<file path="config.mk">
export PLATFORM = sky130hd
export DESIGN_NAME = led_strip_animation_sequencer
export DESIGN_NICKNAME = d
export VERILOG_FILES = /design/src/rtl/lsas_pkg.sv /design/src/rtl/lsas_datapath.sv /design/src/rtl/lsas_ctrl.sv /design/src/rtl/led_strip_animation_sequencer.sv
export SDC_FILE = /design/constraint.sdc
export NUM_CORES = 1
export LEC_CHECK = 0
export BUFFER_PORTS_ARGS = -buffer_cell sky130_fd_sc_hd__clkbuf_2
export CAP_MARGIN = 20
export CORE_MARGIN = 10
export CORE_UTILIZATION = 54
export CTS_CLUSTER_DIAMETER = 50
export CTS_CLUSTER_SIZE = 12
export DETAILED_ROUTE_END_ITERATION = 10
export PLACE_DENSITY = 0.87
export SLEW_MARGIN = 20
export SYNTH_ARGS = -nofsm -noshare
export SYNTH_HDL_FRONTEND = slang
export SYNTH_SLANG_ARGS = --single-unit
</file>
<file path="constraint.sdc">
create_clock -name i_clk -period 3.95 [get_ports i_clk]
set_input_delay 1.185 -clock i_clk [delete_from_list [all_inputs] [get_ports i_clk]]
set_output_delay 1.185 -clock i_clk [all_outputs]
set_load 0.02 [all_outputs]
</file>
<file path="src/rtl/lsas_pkg.sv">
package lsas_pkg;

    localparam int PIX_W     = 6;
    localparam int COLOR_W   = 24;
    localparam int BR_W      = 8;
    localparam int CNT_W     = 7;
    localparam int STEP_W    = 6;
    localparam int ANIM_W    = 3;
    localparam int CFG_IDX_W = 2;
    localparam int STRIP_MAX = 64;

    typedef enum logic [ANIM_W-1:0] {
        MODE_NONE       = 3'd0,
        MODE_CRITICAL   = 3'd1,
        MODE_STARTUP    = 3'd2,
        MODE_ROTATING   = 3'd3,
        MODE_CONNECTION = 3'd4,
        MODE_STATIC     = 3'd5
    } t_mode;

    localparam logic OP_STEP   = 1'b0;
    localparam logic OP_SELECT = 1'b1;

    localparam logic [CFG_IDX_W-1:0] CFG_FRAME_COLOR   = 2'd0;
    localparam logic [CFG_IDX_W-1:0] CFG_WARNING_COLOR = 2'd1;
    localparam logic [CFG_IDX_W-1:0] CFG_PIXEL_COUNT   = 2'd2;

    localparam logic [COLOR_W-1:0] WARNING_RESET = 24'hFF0000;
    localparam logic [COLOR_W-1:0] DIM_RED       = 24'h640000;
    localparam logic [CNT_W-1:0]   COUNT_RESET   = 7'd16;
    localparam logic [BR_W-1:0]    BR_FULL       = 8'd255;
    localparam logic [4:0]         BREATH_LEN    = 5'd20;
    localparam logic [4:0]         BREATH_PEAK   = 5'd10;
    localparam logic [BR_W-1:0]    BREATH_GAIN   = 8'd10;

    typedef struct packed {
        logic load_item;
        logic advance;
    } t_dp_cmd;

    typedef struct packed {
        logic silent;
        logic out_free;
        logic at_end;
    } t_dp_sts;

endpackage

</file>
<file path="src/rtl/lsas_datapath.sv">
module lsas_datapath
    import lsas_pkg::*;
#(
    parameter int MAX_PIXELS = 64
) (
    input  logic                 i_clk,
    input  logic                 i_rst_n,
    input  logic                 i_cfg_we,
    input  logic [CFG_IDX_W-1:0] i_cfg_index,
    input  logic [COLOR_W-1:0]   i_cfg_data,
    input  logic                 i_operation,
    input  logic [ANIM_W-1:0]    i_animation,
    input  logic                 i_out_stall,
    input  t_dp_cmd              i_cmd,
    output t_dp_sts              o_sts,
    output logic                 o_out_valid,
    output logic [PIX_W-1:0]     o_pixel_index,
    output logic [COLOR_W-1:0]   o_pixel_color,
    output logic [BR_W-1:0]      o_brightness,
    output logic                 o_accepted,
    output logic                 o_last_pixel
);

    localparam int CAP = (MAX_PIXELS > STRIP_MAX) ? STRIP_MAX :
                         ((MAX_PIXELS < 1) ? 1 : MAX_PIXELS);
    localparam logic [CNT_W-1:0] CAP_N = CNT_W'(CAP);

    typedef enum logic [1:0] {
        K_PLAIN,
        K_BLINK,
        K_ROTATE
    } t_kind;

    logic [COLOR_W-1:0] r_frame_color;
    logic [COLOR_W-1:0] r_warning_color;
    logic [CNT_W-1:0]   r_pixel_count;
    t_mode              r_mode, n_mode;
    logic [STEP_W-1:0]  r_step, n_step;

    t_kind              r_kind, n_kind;
    logic [COLOR_W-1:0] r_col, n_col;
    logic [BR_W-1:0]    r_br, n_br;
    logic               r_acc, n_acc;
    logic [PIX_W-1:0]   r_end, n_end;
    logic               r_phase, n_phase;
    logic [PIX_W-1:0]   r_s, n_s;
    logic [PIX_W-1:0]   r_nx, n_nx;
    logic [PIX_W-1:0]   r_pv, n_pv;
    logic [PIX_W-1:0]   r_idx;

    logic               r_out_valid;
    logic [PIX_W-1:0]   r_pixel_index;
    logic [COLOR_W-1:0] r_pixel_color;
    logic [BR_W-1:0]    r_brightness;
    logic               r_accepted;
    logic               r_last_pixel;

    logic [CNT_W-1:0]   strip_n;
    logic [PIX_W-1:0]   nm1;
    logic [PIX_W-1:0]   lit;
    logic [PIX_W-1:0]   rot_s;
    logic [PIX_W-1:0]   rot_nx;
    logic [PIX_W-1:0]   rot_pv;
    logic [4:0]         br_s;
    logic [3:0]         br_d;
    logic               emit;
    logic               at_end;
    logic               out_free;
    logic [COLOR_W-1:0] pix_col;

    always_comb begin
        if (r_pixel_count == '0) begin
            strip_n = CNT_W'(1);
        end else if (r_pixel_count > CAP_N) begin
            strip_n = CAP_N;
        end else begin
            strip_n = r_pixel_count;
        end
        nm1 = PIX_W'(strip_n - CNT_W'(1));

        lit    = ({1'b0, r_step} < strip_n) ? r_step : nm1;
        rot_s  = ({1'b0, r_step} < strip_n) ? r_step : '0;
        rot_nx = (rot_s == nm1) ? '0 : PIX_W'(rot_s + PIX_W'(1));
        rot_pv = (rot_s == '0) ? nm1 : PIX_W'(rot_s - PIX_W'(1));

        br_s = (r_step > STEP_W'(BREATH_LEN)) ? BREATH_LEN : r_step[4:0];
        br_d = (br_s <= BREATH_PEAK) ? br_s[3:0] : 4'(BREATH_LEN - br_s);
    end

    always_comb begin
        n_mode  = r_mode;
        n_step  = r_step;
        n_kind  = K_PLAIN;
        n_col   = '0;
        n_br    = BR_FULL;
        n_acc   = 1'b1;
        n_end   = nm1;
        n_phase = r_step[0];
        n_s     = rot_s;
        n_nx    = rot_nx;
        n_pv    = rot_pv;
        if (i_operation == OP_SELECT) begin
            if (i_animation == r_mode) begin
                n_acc = 1'b0;
                n_end = '0;
            end else begin
                case (i_animation)
                    MODE_CRITICAL: begin
                        n_mode = MODE_CRITICAL;
                        n_step = '0;
                        n_col  = r_warning_color;
                    end
                    MODE_STARTUP: begin
                        n_mode = MODE_STARTUP;
                        n_step = '0;
                    end
                    MODE_ROTATING: begin
                        n_mode = MODE_ROTATING;
                        n_step = '0;
                    end
                    MODE_CONNECTION: begin
                        n_mode = MODE_CONNECTION;
                        n_step = '0;
                    end
                    MODE_STATIC: begin
                        n_mode = MODE_STATIC;
                        n_col  = r_frame_color;
                    end
                    default: begin
                        n_mode = MODE_NONE;
                    end
                endcase
            end
        end else begin
            case (r_mode)
                MODE_CRITICAL: begin
                    n_kind = K_BLINK;
                    n_step = {{(STEP_W-1){1'b0}}, ~r_step[0]};
                end
                MODE_STARTUP: begin
                    n_col  = r_frame_color;
                    n_end  = lit;
                    n_step = STEP_W'(r_step + STEP_W'(1));
                    if (lit == nm1) begin
                        n_mode = MODE_STATIC;
                    end
                end
                MODE_ROTATING: begin
                    n_kind = K_ROTATE;
                    n_col  = r_frame_color;
                    n_end  = (rot_s == '0 || rot_s == nm1) ? nm1 : rot_nx;
                    n_step = rot_nx;
                end
                MODE_CONNECTION: begin
                    n_col  = r_frame_color;
                    n_br   = {4'b0, br_d} * BREATH_GAIN;
                    n_step = (br_s == BREATH_LEN) ? '0 : STEP_W'(br_s + 5'd1);
                end
                default: begin
                    n_mode = r_mode;
                end
            endcase
        end
    end

    always_comb begin
        emit     = (r_kind != K_ROTATE) || (r_idx == r_s) || (r_idx == r_nx) ||
                   (r_idx == r_pv);
        at_end   = (r_idx == r_end);
        out_free = !r_out_valid || !i_out_stall;
        if (r_kind == K_BLINK) begin
            pix_col = (r_idx[0] != r_phase) ? r_warning_color : DIM_RED;
        end else begin
            pix_col = r_col;
        end
        o_sts.silent   = (i_operation == OP_STEP) &&
                         (r_mode != MODE_CRITICAL) && (r_mode != MODE_STARTUP) &&
                         (r_mode != MODE_ROTATING) && (r_mode != MODE_CONNECTION);
        o_sts.out_free = out_free;
        o_sts.at_end   = at_end;
    end

    always_ff @(posedge i_clk) begin
        if (!i_rst_n) begin
            r_frame_color   <= '0;
            r_warning_color <= WARNING_RESET;
            r_pixel_count   <= COUNT_RESET;
            r_mode          <= MODE_NONE;
            r_step          <= '0;
            r_out_valid     <= 1'b0;
        end else begin
            if (i_cfg_we) begin
                case (i_cfg_index)
                    CFG_FRAME_COLOR:   r_frame_color   <= i_cfg_data;
                    CFG_WARNING_COLOR: r_warning_color <= i_cfg_data;
                    CFG_PIXEL_COUNT:   r_pixel_count   <= i_cfg_data[CNT_W-1:0];
                    default:           r_pixel_count   <= r_pixel_count;
                endcase
            end
            if (i_cmd.load_item) begin
                r_mode <= n_mode;
                r_step <= n_step;
            end
            if (i_cmd.advance && emit) begin
                r_out_valid <= 1'b1;
            end else if (!i_out_stall) begin
                r_out_valid <= 1'b0;
            end
        end
    end

    always_ff @(posedge i_clk) begin
        if (i_cmd.load_item) begin
            r_kind  <= n_kind;
            r_col   <= n_col;
            r_br    <= n_br;
            r_acc   <= n_acc;
            r_end   <= n_end;
            r_phase <= n_phase;
            r_s     <= n_s;
            r_nx    <= n_nx;
            r_pv    <= n_pv;
            r_idx   <= '0;
        end else if (i_cmd.advance) begin
            r_idx <= PIX_W'(r_idx + PIX_W'(1));
        end
        if (i_cmd.advance && emit) begin
            r_pixel_index <= r_idx;
            r_pixel_color <= pix_col;
            r_brightness  <= r_br;
            r_accepted    <= r_acc;
            r_last_pixel  <= at_end;
        end
    end

    assign o_out_valid   = r_out_valid;
    assign o_pixel_index = r_pixel_index;
    assign o_pixel_color = r_pixel_color;
    assign o_brightness  = r_brightness;
    assign o_accepted    = r_accepted;
    assign o_last_pixel  = r_last_pixel;

endmodule

</file>
<file path="src/rtl/lsas_ctrl.sv">
module lsas_ctrl
    import lsas_pkg::*;
(
    input  logic    i_clk,
    input  logic    i_rst_n,
    input  logic    i_in_valid,
    input  t_dp_sts i_sts,
    output logic    o_in_stall,
    output t_dp_cmd o_cmd
);

    typedef enum logic {
        ST_IDLE,
        ST_RUN
    } t_state;

    t_state r_state;

    always_comb begin
        o_cmd.load_item = (r_state == ST_IDLE) && i_in_valid;
        o_cmd.advance   = (r_state == ST_RUN) && i_sts.out_free;
        o_in_stall      = (r_state != ST_IDLE);
    end

    always_ff @(posedge i_clk) begin
        if (!i_rst_n) begin
            r_state <= ST_IDLE;
        end else begin
            case (r_state)
                ST_IDLE: begin
                    if (i_in_valid && !i_sts.silent) begin
                        r_state <= ST_RUN;
                    end
                end
                ST_RUN: begin
                    if (i_sts.out_free && i_sts.at_end) begin
                        r_state <= ST_IDLE;
                    end
                end
                default: begin
                    r_state <= ST_IDLE;
                end
            endcase
        end
    end

endmodule

</file>
<file path="src/rtl/led_strip_animation_sequencer.sv">
// LED strip pattern generator. A select transaction switches the animation mode and sends
// its opening frame, one pixel per clock unless the output stalls; a step transaction
// advances the active pattern and sends one pixel per lit LED in ascending order,
// last_pixel marking the final one. The pixel counter walks all n LED positions for
// full frames, up to n for the rotating window and lit+1 for startup, where n is
// pixel_count limited to 1..min(MAX_PIXELS, 64). A repeated select sends a single pixel
// with accepted low, and a step in the static or none mode sends no pixel. The counter
// waits whenever the output register is stalled; the next transaction is taken once the
// final pixel sits in the output register.
module led_strip_animation_sequencer
    import lsas_pkg::*;
#(
    parameter int MAX_PIXELS = 64
) (
    input  logic                 i_clk,
    input  logic                 i_rst_n,
    input  logic                 i_cfg_we,
    input  logic [CFG_IDX_W-1:0] i_cfg_index,
    input  logic [COLOR_W-1:0]   i_cfg_data,
    input  logic                 i_in_valid,
    output logic                 o_in_stall,
    input  logic                 i_operation,
    input  logic [ANIM_W-1:0]    i_animation,
    output logic                 o_out_valid,
    input  logic                 i_out_stall,
    output logic [PIX_W-1:0]     o_pixel_index,
    output logic [COLOR_W-1:0]   o_pixel_color,
    output logic [BR_W-1:0]      o_brightness,
    output logic                 o_accepted,
    output logic                 o_last_pixel
);

    t_dp_cmd dp_cmd;
    t_dp_sts dp_sts;

    lsas_ctrl u_ctrl (
        .i_clk      (i_clk),
        .i_rst_n    (i_rst_n),
        .i_in_valid (i_in_valid),
        .i_sts      (dp_sts),
        .o_in_stall (o_in_stall),
        .o_cmd      (dp_cmd)
    );

    lsas_datapath #(
        .MAX_PIXELS (MAX_PIXELS)
    ) u_datapath (
        .i_clk         (i_clk),
        .i_rst_n       (i_rst_n),
        .i_cfg_we      (i_cfg_we),
        .i_cfg_index   (i_cfg_index),
        .i_cfg_data    (i_cfg_data),
        .i_operation   (i_operation),
        .i_animation   (i_animation),
        .i_out_stall   (i_out_stall),
        .i_cmd         (dp_cmd),
        .o_sts         (dp_sts),
        .o_out_valid   (o_out_valid),
        .o_pixel_index (o_pixel_index),
        .o_pixel_color (o_pixel_color),
        .o_brightness  (o_brightness),
        .o_accepted    (o_accepted),
        .o_last_pixel  (o_last_pixel)
    );

endmodule

</file>
==> impl_metrics.yaml, run 1 <==
outcome:
  outcome: "complete, no violations"
worst_setup_path:
  cp.arrival_ps: 3820
  cp_max_fo: 8
  rr_startpoint: "u_datapath.r_step[0]"
  ff2ff_setup_slack_ps: 300
  critPathLaunch: "u_datapath.r_step[0]"
  cp-end-kind: "flip-flop"
  cp.required_ps: 4120
  crit_type: "flip-flop to flip-flop"
  setup.worst_path.start_class: "flip-flop"
global_route:
  antenna_found_initial: 1
  grt_pass1_wl_mm: 31.5
  overflow: 0
  grt_max_degree: 63
  grt_usage_pct: 19.3
  grt_pass1_vias: 6132
yosys:
  yosys.area_share.xor_xnor_pct: 4.98
  avgSynthCellArea_um2: 10.6
  synth_area_leaders: "edfxtp_1 36%, dfxtp_1 17%, nand2_1 5.6%"
  synth-adder-area-share_pct: 3.13
  synth_mux_area_share_pct: 1.34
  ys_seq_elements: 172
  netlist_instances: 777
  async_reset_ff_share_pct: 0
  ys_types: 77
  synth_top_area_share_pct: 36.4
  netlist_area_um2: 8250
  synth_top_family_by_area: "compound AO/OA/AOI/OAI gates"
  synthesis.nets: 832
  synth_edf_count: 100
  synth.largest_area_cell: "edfxtp_1"
  synth_compound_area_share_pct: 17.6
  ys_warn_count: 0
  synth-seq-area-share_pct: 53.9
  synthSimpleGateAreaFrac_pct: 15.4
  synth_ff_type: "edfxtp_1"
sta:
  fin_setup_tns_ps: 0
  relSlewSlack_pct: 30.6
  worst_slew_pin_slew_ps: 1040
  hold_viol: 0
  rsz0062_at_grt: "false"
  slew_violations: 0
  hold_ws_ps: 419
  setup_viol: 0
  skew_ps: 11.1
  min_period_ps: 3650
  fmax_mhz: 274
  worst_slack_ps: 304
  period_share_pct: 92.3
clock_network:
  clk_path_buf_depth: 2
  cts-root-buf: "clkbuf_16"
  hold_buffers: 0
  clock_latency_ps: 430
  post_cts_buffers: 0
  path_clk_slew_ps: 60
  cts_sinks: 172
  htreeDepth: 4
  cts_tree: "yes"
  cts_made_buffers: 17
  post_cts_resized: 0
layout:
  syn2layout_area_growth_pct: 13.7
  utilization_pct: 62.2
  fin_nets: 889
  drive_gt1_share_pct: 17.2
  fin_area_um2: 9380
routing:
  viasPerCell: 6.00
  drc_errors: 0
  post_drt_wl_per_cell_um: 18.7
  via_count: 6221
  drt_wl_total_mm: 19.4
  ant_nets: 0
  first_pass_iters: 6
  drtIter0Drc: 608
place:
  place.gp.congestion: 0.918
  place_ws_ps: 326
  io_buffer_count: 76
  dp_hpwl_mm: 12.7
  dpl_cell_area_um2: 8800
power:
  ir_drop_uv: 336
  combPwrFrac_pct: 11.1
  clock_power_share_pct: 39.0
  power_density_nw_per_um2: 444
  p_sw_uw: 1040
  p_int_uw: 3120
  sw_frac_of_total_pct: 25.0
  seqPwrFrac_pct: 49.9
  leakagePower_uw: 0.00363
floorplanning:
  die-area_um2: 20600
  die_width_um: 144
  fp.dieH_um: 144
  rows: 45
  io_pins: 77
  core_area_um2: 15100
  start_util_pct: 54.7
job:
  cap_violations: 0
hold_path:
  worstHoldStart: "u_datapath.r_acc"
  hold_path_class: "flip-flop to flip-flop"
-- cells in the final DEF, fill, tap and decap left out, types with 17 or more instances in the layout --
cell type / synthesis / final
nor2_1: 48 / 48
nand3_1: 21 / 21
nand2_1: 122 / 122
xnor2_1: 18 / 18
inv_1: 20 / 20
xor2_1: 27 / 27
a22o_1: 47 / 47
ha_1: 19 / 19
edfxtp_1: 100 / 100
a21oi_1: 17 / 17
dfxtp_1: 72 / 72
clkbuf_16: 0 / 17
a21boi_0: 42 / 42
clkbuf_2: 0 / 76
buf_4: 0 / 17
-- power groups by stage --
stage / sequential, uW / clock (uW) / combinational, uW
global route: 2090 / 1730 / 503
detailed placement: 2110 / 0 / 450
finish: 2080 / 1620 / 460
global placement: 2110 / 0 / 441
floorplan: 2120 / 0 / 290
CTS: 2080 / 1650 / 456
-- registers in the layout, indices dropped and copies added (netlist names), 7 cells and up --
| name | cells |
|---|---|
| u_datapath.o_brightness | 8 |
| u_datapath.r_col | 24 |
| u_datapath.r_br | 8 |
| u_datapath.o_pixel_color | 24 |
| u_datapath.r_pixel_count | 7 |
| u_datapath.r_warning_color | 24 |
| u_datapath.r_frame_color | 24 |
-- stage by stage --
stage	power, uW	cells
4_1_cts	4180	1035
3_5_place_dp	2560	1003
2_1_floorplan	2410	777
3_3_place_gp	2550	1003
6_report	4160	1036
5_1_grt	4320	1035
-- layout make-up --
type,instances,area (um2)
antenna,1,2.50
clock buffer,20,437
clock inverter,12,135
fill,1134,5710
inverter,21,80.1
multi-input combinational,529,3540
sequential,172,4440
tap,188,235
timing repair buffer,93,508
-- critical path: stages (launching register included) --
cell     delay (ps)
dfxtp_1         310
inv_1            50
ha_1            140
inv_1            50
a21o_1          170
a21oi_1         450
nand2_1         220
ha_1            280
o31a_1          110
o21ai_0         420
ha_1            250
ha_1            190
fa_1            420
or3_1           350
-- synthesized netlist by cell type (13+ instances only) --
library cell / instances
clkbuf_1: 47
xnor2_1: 18
xor2_1: 27
nor2b_1: 13
ha_1: 19
a21oi_1: 17
inv_1: 20
edfxtp_1: 100
dfxtp_1: 72
a21boi_0: 42
o21ai_0: 15
nand3_1: 21
nand2_1: 122
nor2_1: 48
a22o_1: 47
-- final timing paths --
kind | end | cells past startpoint
setup / recovery | u_datapath.r_br[5] | 13
hold reg to reg | u_datapath.o_accepted | 0
hold / removal | u_datapath.o_accepted | 0
setup reg to reg | u_datapath.r_br[5] | 13
-- logic make-up after synthesis --
| family | Yosys count |
|---|---|
| flip-flops | 172 |
| AO/OA/AOI/OAI | 187 |
| adder cells (fa/ha/maj) | 20 |
| XOR/XNOR | 46 |
| multiplexers | 11 |
| buffers and inverters | 76 |
| AND/OR/NAND/NOR | 265 |
-- metal layers --
layer / share of wire, % / track usage (%)
met1: 41 / 24.2
met2: 48 / 31.0
met3: 8.0 / 5.15
met4: 2.7 / 8.17
met5: 0 / 0
Power figures use the tool's default switching activity.
==> run 2: changes to the inputs <==
--- a/config.mk
+++ b/config.mk
@@ -13,6 +13,7 @@
 export CTS_CLUSTER_SIZE = 12
 export DETAILED_ROUTE_END_ITERATION = 10
 export PLACE_DENSITY = 0.87
+export REMOVE_ABC_BUFFERS = 1
 export SLEW_MARGIN = 20
 export SYNTH_ARGS = -nofsm -noshare
 export SYNTH_HDL_FRONTEND = slang
==> run 2 against run 1 <==
Net effect:
- maximum frequency is 0.15% lower
- register-to-register slack hardly changed
- non-clock buffer count is 2 higher
- core utilization is 0.49 points higher
- routed wire length is 0.56% lower
- final area is 0.79% higher
- sequential share of layout area is 0.37 points lower
- count of clock-buffer cells in the layout is 1 lower
- hold slack worse by 6.2 ps
- critical path depth stayed put
- first-iteration DRC count is 7.6% lower
==> impl_metrics.yaml, run 2 (synthesis results as in run 1) <==
power:
  ir_drop_uv: 301
  leakagePower_uw: 0.00368
  power_density_nw_per_um2: 457
routing:
  via_count: 6358
  post_drt_wl_per_cell_um: 18.6
  first_pass_iters: 6
  ant_nets: 0
  drt_wl_total_mm: 19.2
  drc_errors: 0
  drtIter0Drc: 562
  viasPerCell: 6.13
floorplanning:
  die-area_um2: 20600
  start_util_pct: 54.7
  core_area_um2: 15100
  fp.dieH_um: 144
  io_pins: 77
  die_width_um: 144
  rows: 45
clock_network:
  post_cts_buffers: 0
  hold_buffers: 0
  post_cts_resized: 0
  clock_latency_ps: 420
  clk_path_buf_depth: 2
  cts-root-buf: "clkbuf_16"
  path_clk_slew_ps: 70
  cts_made_buffers: 17
  htreeDepth: 4
  cts_tree: "yes"
  cts_sinks: 172
worst_setup_path:
  cp_max_fo: 8
  setup.worst_path.start_class: "flip-flop"
  cp_slowest_cell: "a21oi_1"
  cp.required_ps: 4120
  crit_top_cell: "ha_1"
  cp.arrival_ps: 3820
  path_cells: "inv_1 -> ha_1 -> inv_1 -> a21o_1 -> a21oi_1 -> nand2_1 -> ha_1 -> o31a_1 -> o21ai_0 -> ha_1 -> ha_1 -> fa_1 -> or3_1"
  crit_type: "flip-flop to flip-flop"
  path_buf_inv: 2
  slowest_delay_ps: 430
  cp-end-kind: "flip-flop"
  crit_family: "adder cells"
layout:
  layout_common_cells: "122 x nand2_1, 100 x edfxtp_1, 76 x clkbuf_2, 72 x dfxtp_1, 48 x nor2_1"
  syn2layout_area_growth_pct: 14.6
  n_fill_cell: 1126
  regArea_um2: 4440
  layout_commonest_cell: "nand2_1"
  final_cells: 1037
  drive_gt1_share_pct: 17.7
  fin_nets: 891
  multi_input_area_um2: 3540
  n_antenna_cell: 0
  utilization_pct: 62.6
global_route:
  grt_pass1_vias: 6250
  grt_pass1_wl_mm: 31.1
  grt_max_degree: 58
  grt_usage_pct: 18.8
  antenna_found_initial: 0
  overflow: 0
sta:
  hold_viol: 0
  period_share_pct: 92.4
  slew_violations: 0
  setup_viol: 0
  fmax_mhz: 274
  min_period_ps: 3650
  skew_ps: 13.0
  relSlewSlack_pct: 37.1
  rsz0062_at_grt: "false"
  worst_slew_pin_slew_ps: 940
hold_path:
  hold_path_class: "flip-flop to flip-flop"
place:
  dp.cells: 1005
  place.gp.congestion: 0.942
  dp_hpwl_mm: 12.6
  io_buffer_count: 76
outcome:
  outcome: "complete, no violations"
job:
  cap_violations: 0
==> run 2: area by class of cell <==
type	count	area share, %
flip-flops and latches	172	47.0
multi-input cells	529	37.4
well taps	188	2.49
clock inverters	13	2.13
repair buffers	95	5.53
inverters	21	0.834
clock buffers	19	4.58
==> run 2: metrics by stage <==
stage               hold WS [ps]  total power, uW  TNS, ps  cell area, um2  setup WS (ps)
finish                       413             4320        0            9450            299
global placement             401             2550        0            8810            515
CTS                          414             4340        0            9450            300
global route                 423             4460        0            9450           2.22
floorplan                    400             2400    -6.06            8020          -6.06
detailed placement           405             2560        0            8820            331
==> run 2: path summary, 6_finish.rpt <==
check	from	endpoint	slack, ps	depth (start not counted)
max	u_datapath.r_step[1]	u_datapath.r_br[5]	300	13
min	u_datapath.r_br[3]	u_datapath.o_brightness[3]	410	0
max reg2reg	u_datapath.r_step[1]	u_datapath.r_br[5]	300	13
min reg2reg	u_datapath.r_br[3]	u_datapath.o_brightness[3]	410	0
==> run 2: report_power, final <==
part / switching [uW] / internal [uW] / leakage (uW)
Combinational: 287 / 168 / 0.00185
Sequential: 65.1 / 2010 / 0.00152
Clock: 708 / 1080 / 0.000312
==> run 2: per-layer routing <==
layer / track usage (%) / wire, um
met5: 0 / 0
met4: 7.04 / 514
met3: 5.54 / 1910
met2: 31.8 / 9380
met1: 22.2 / 7440
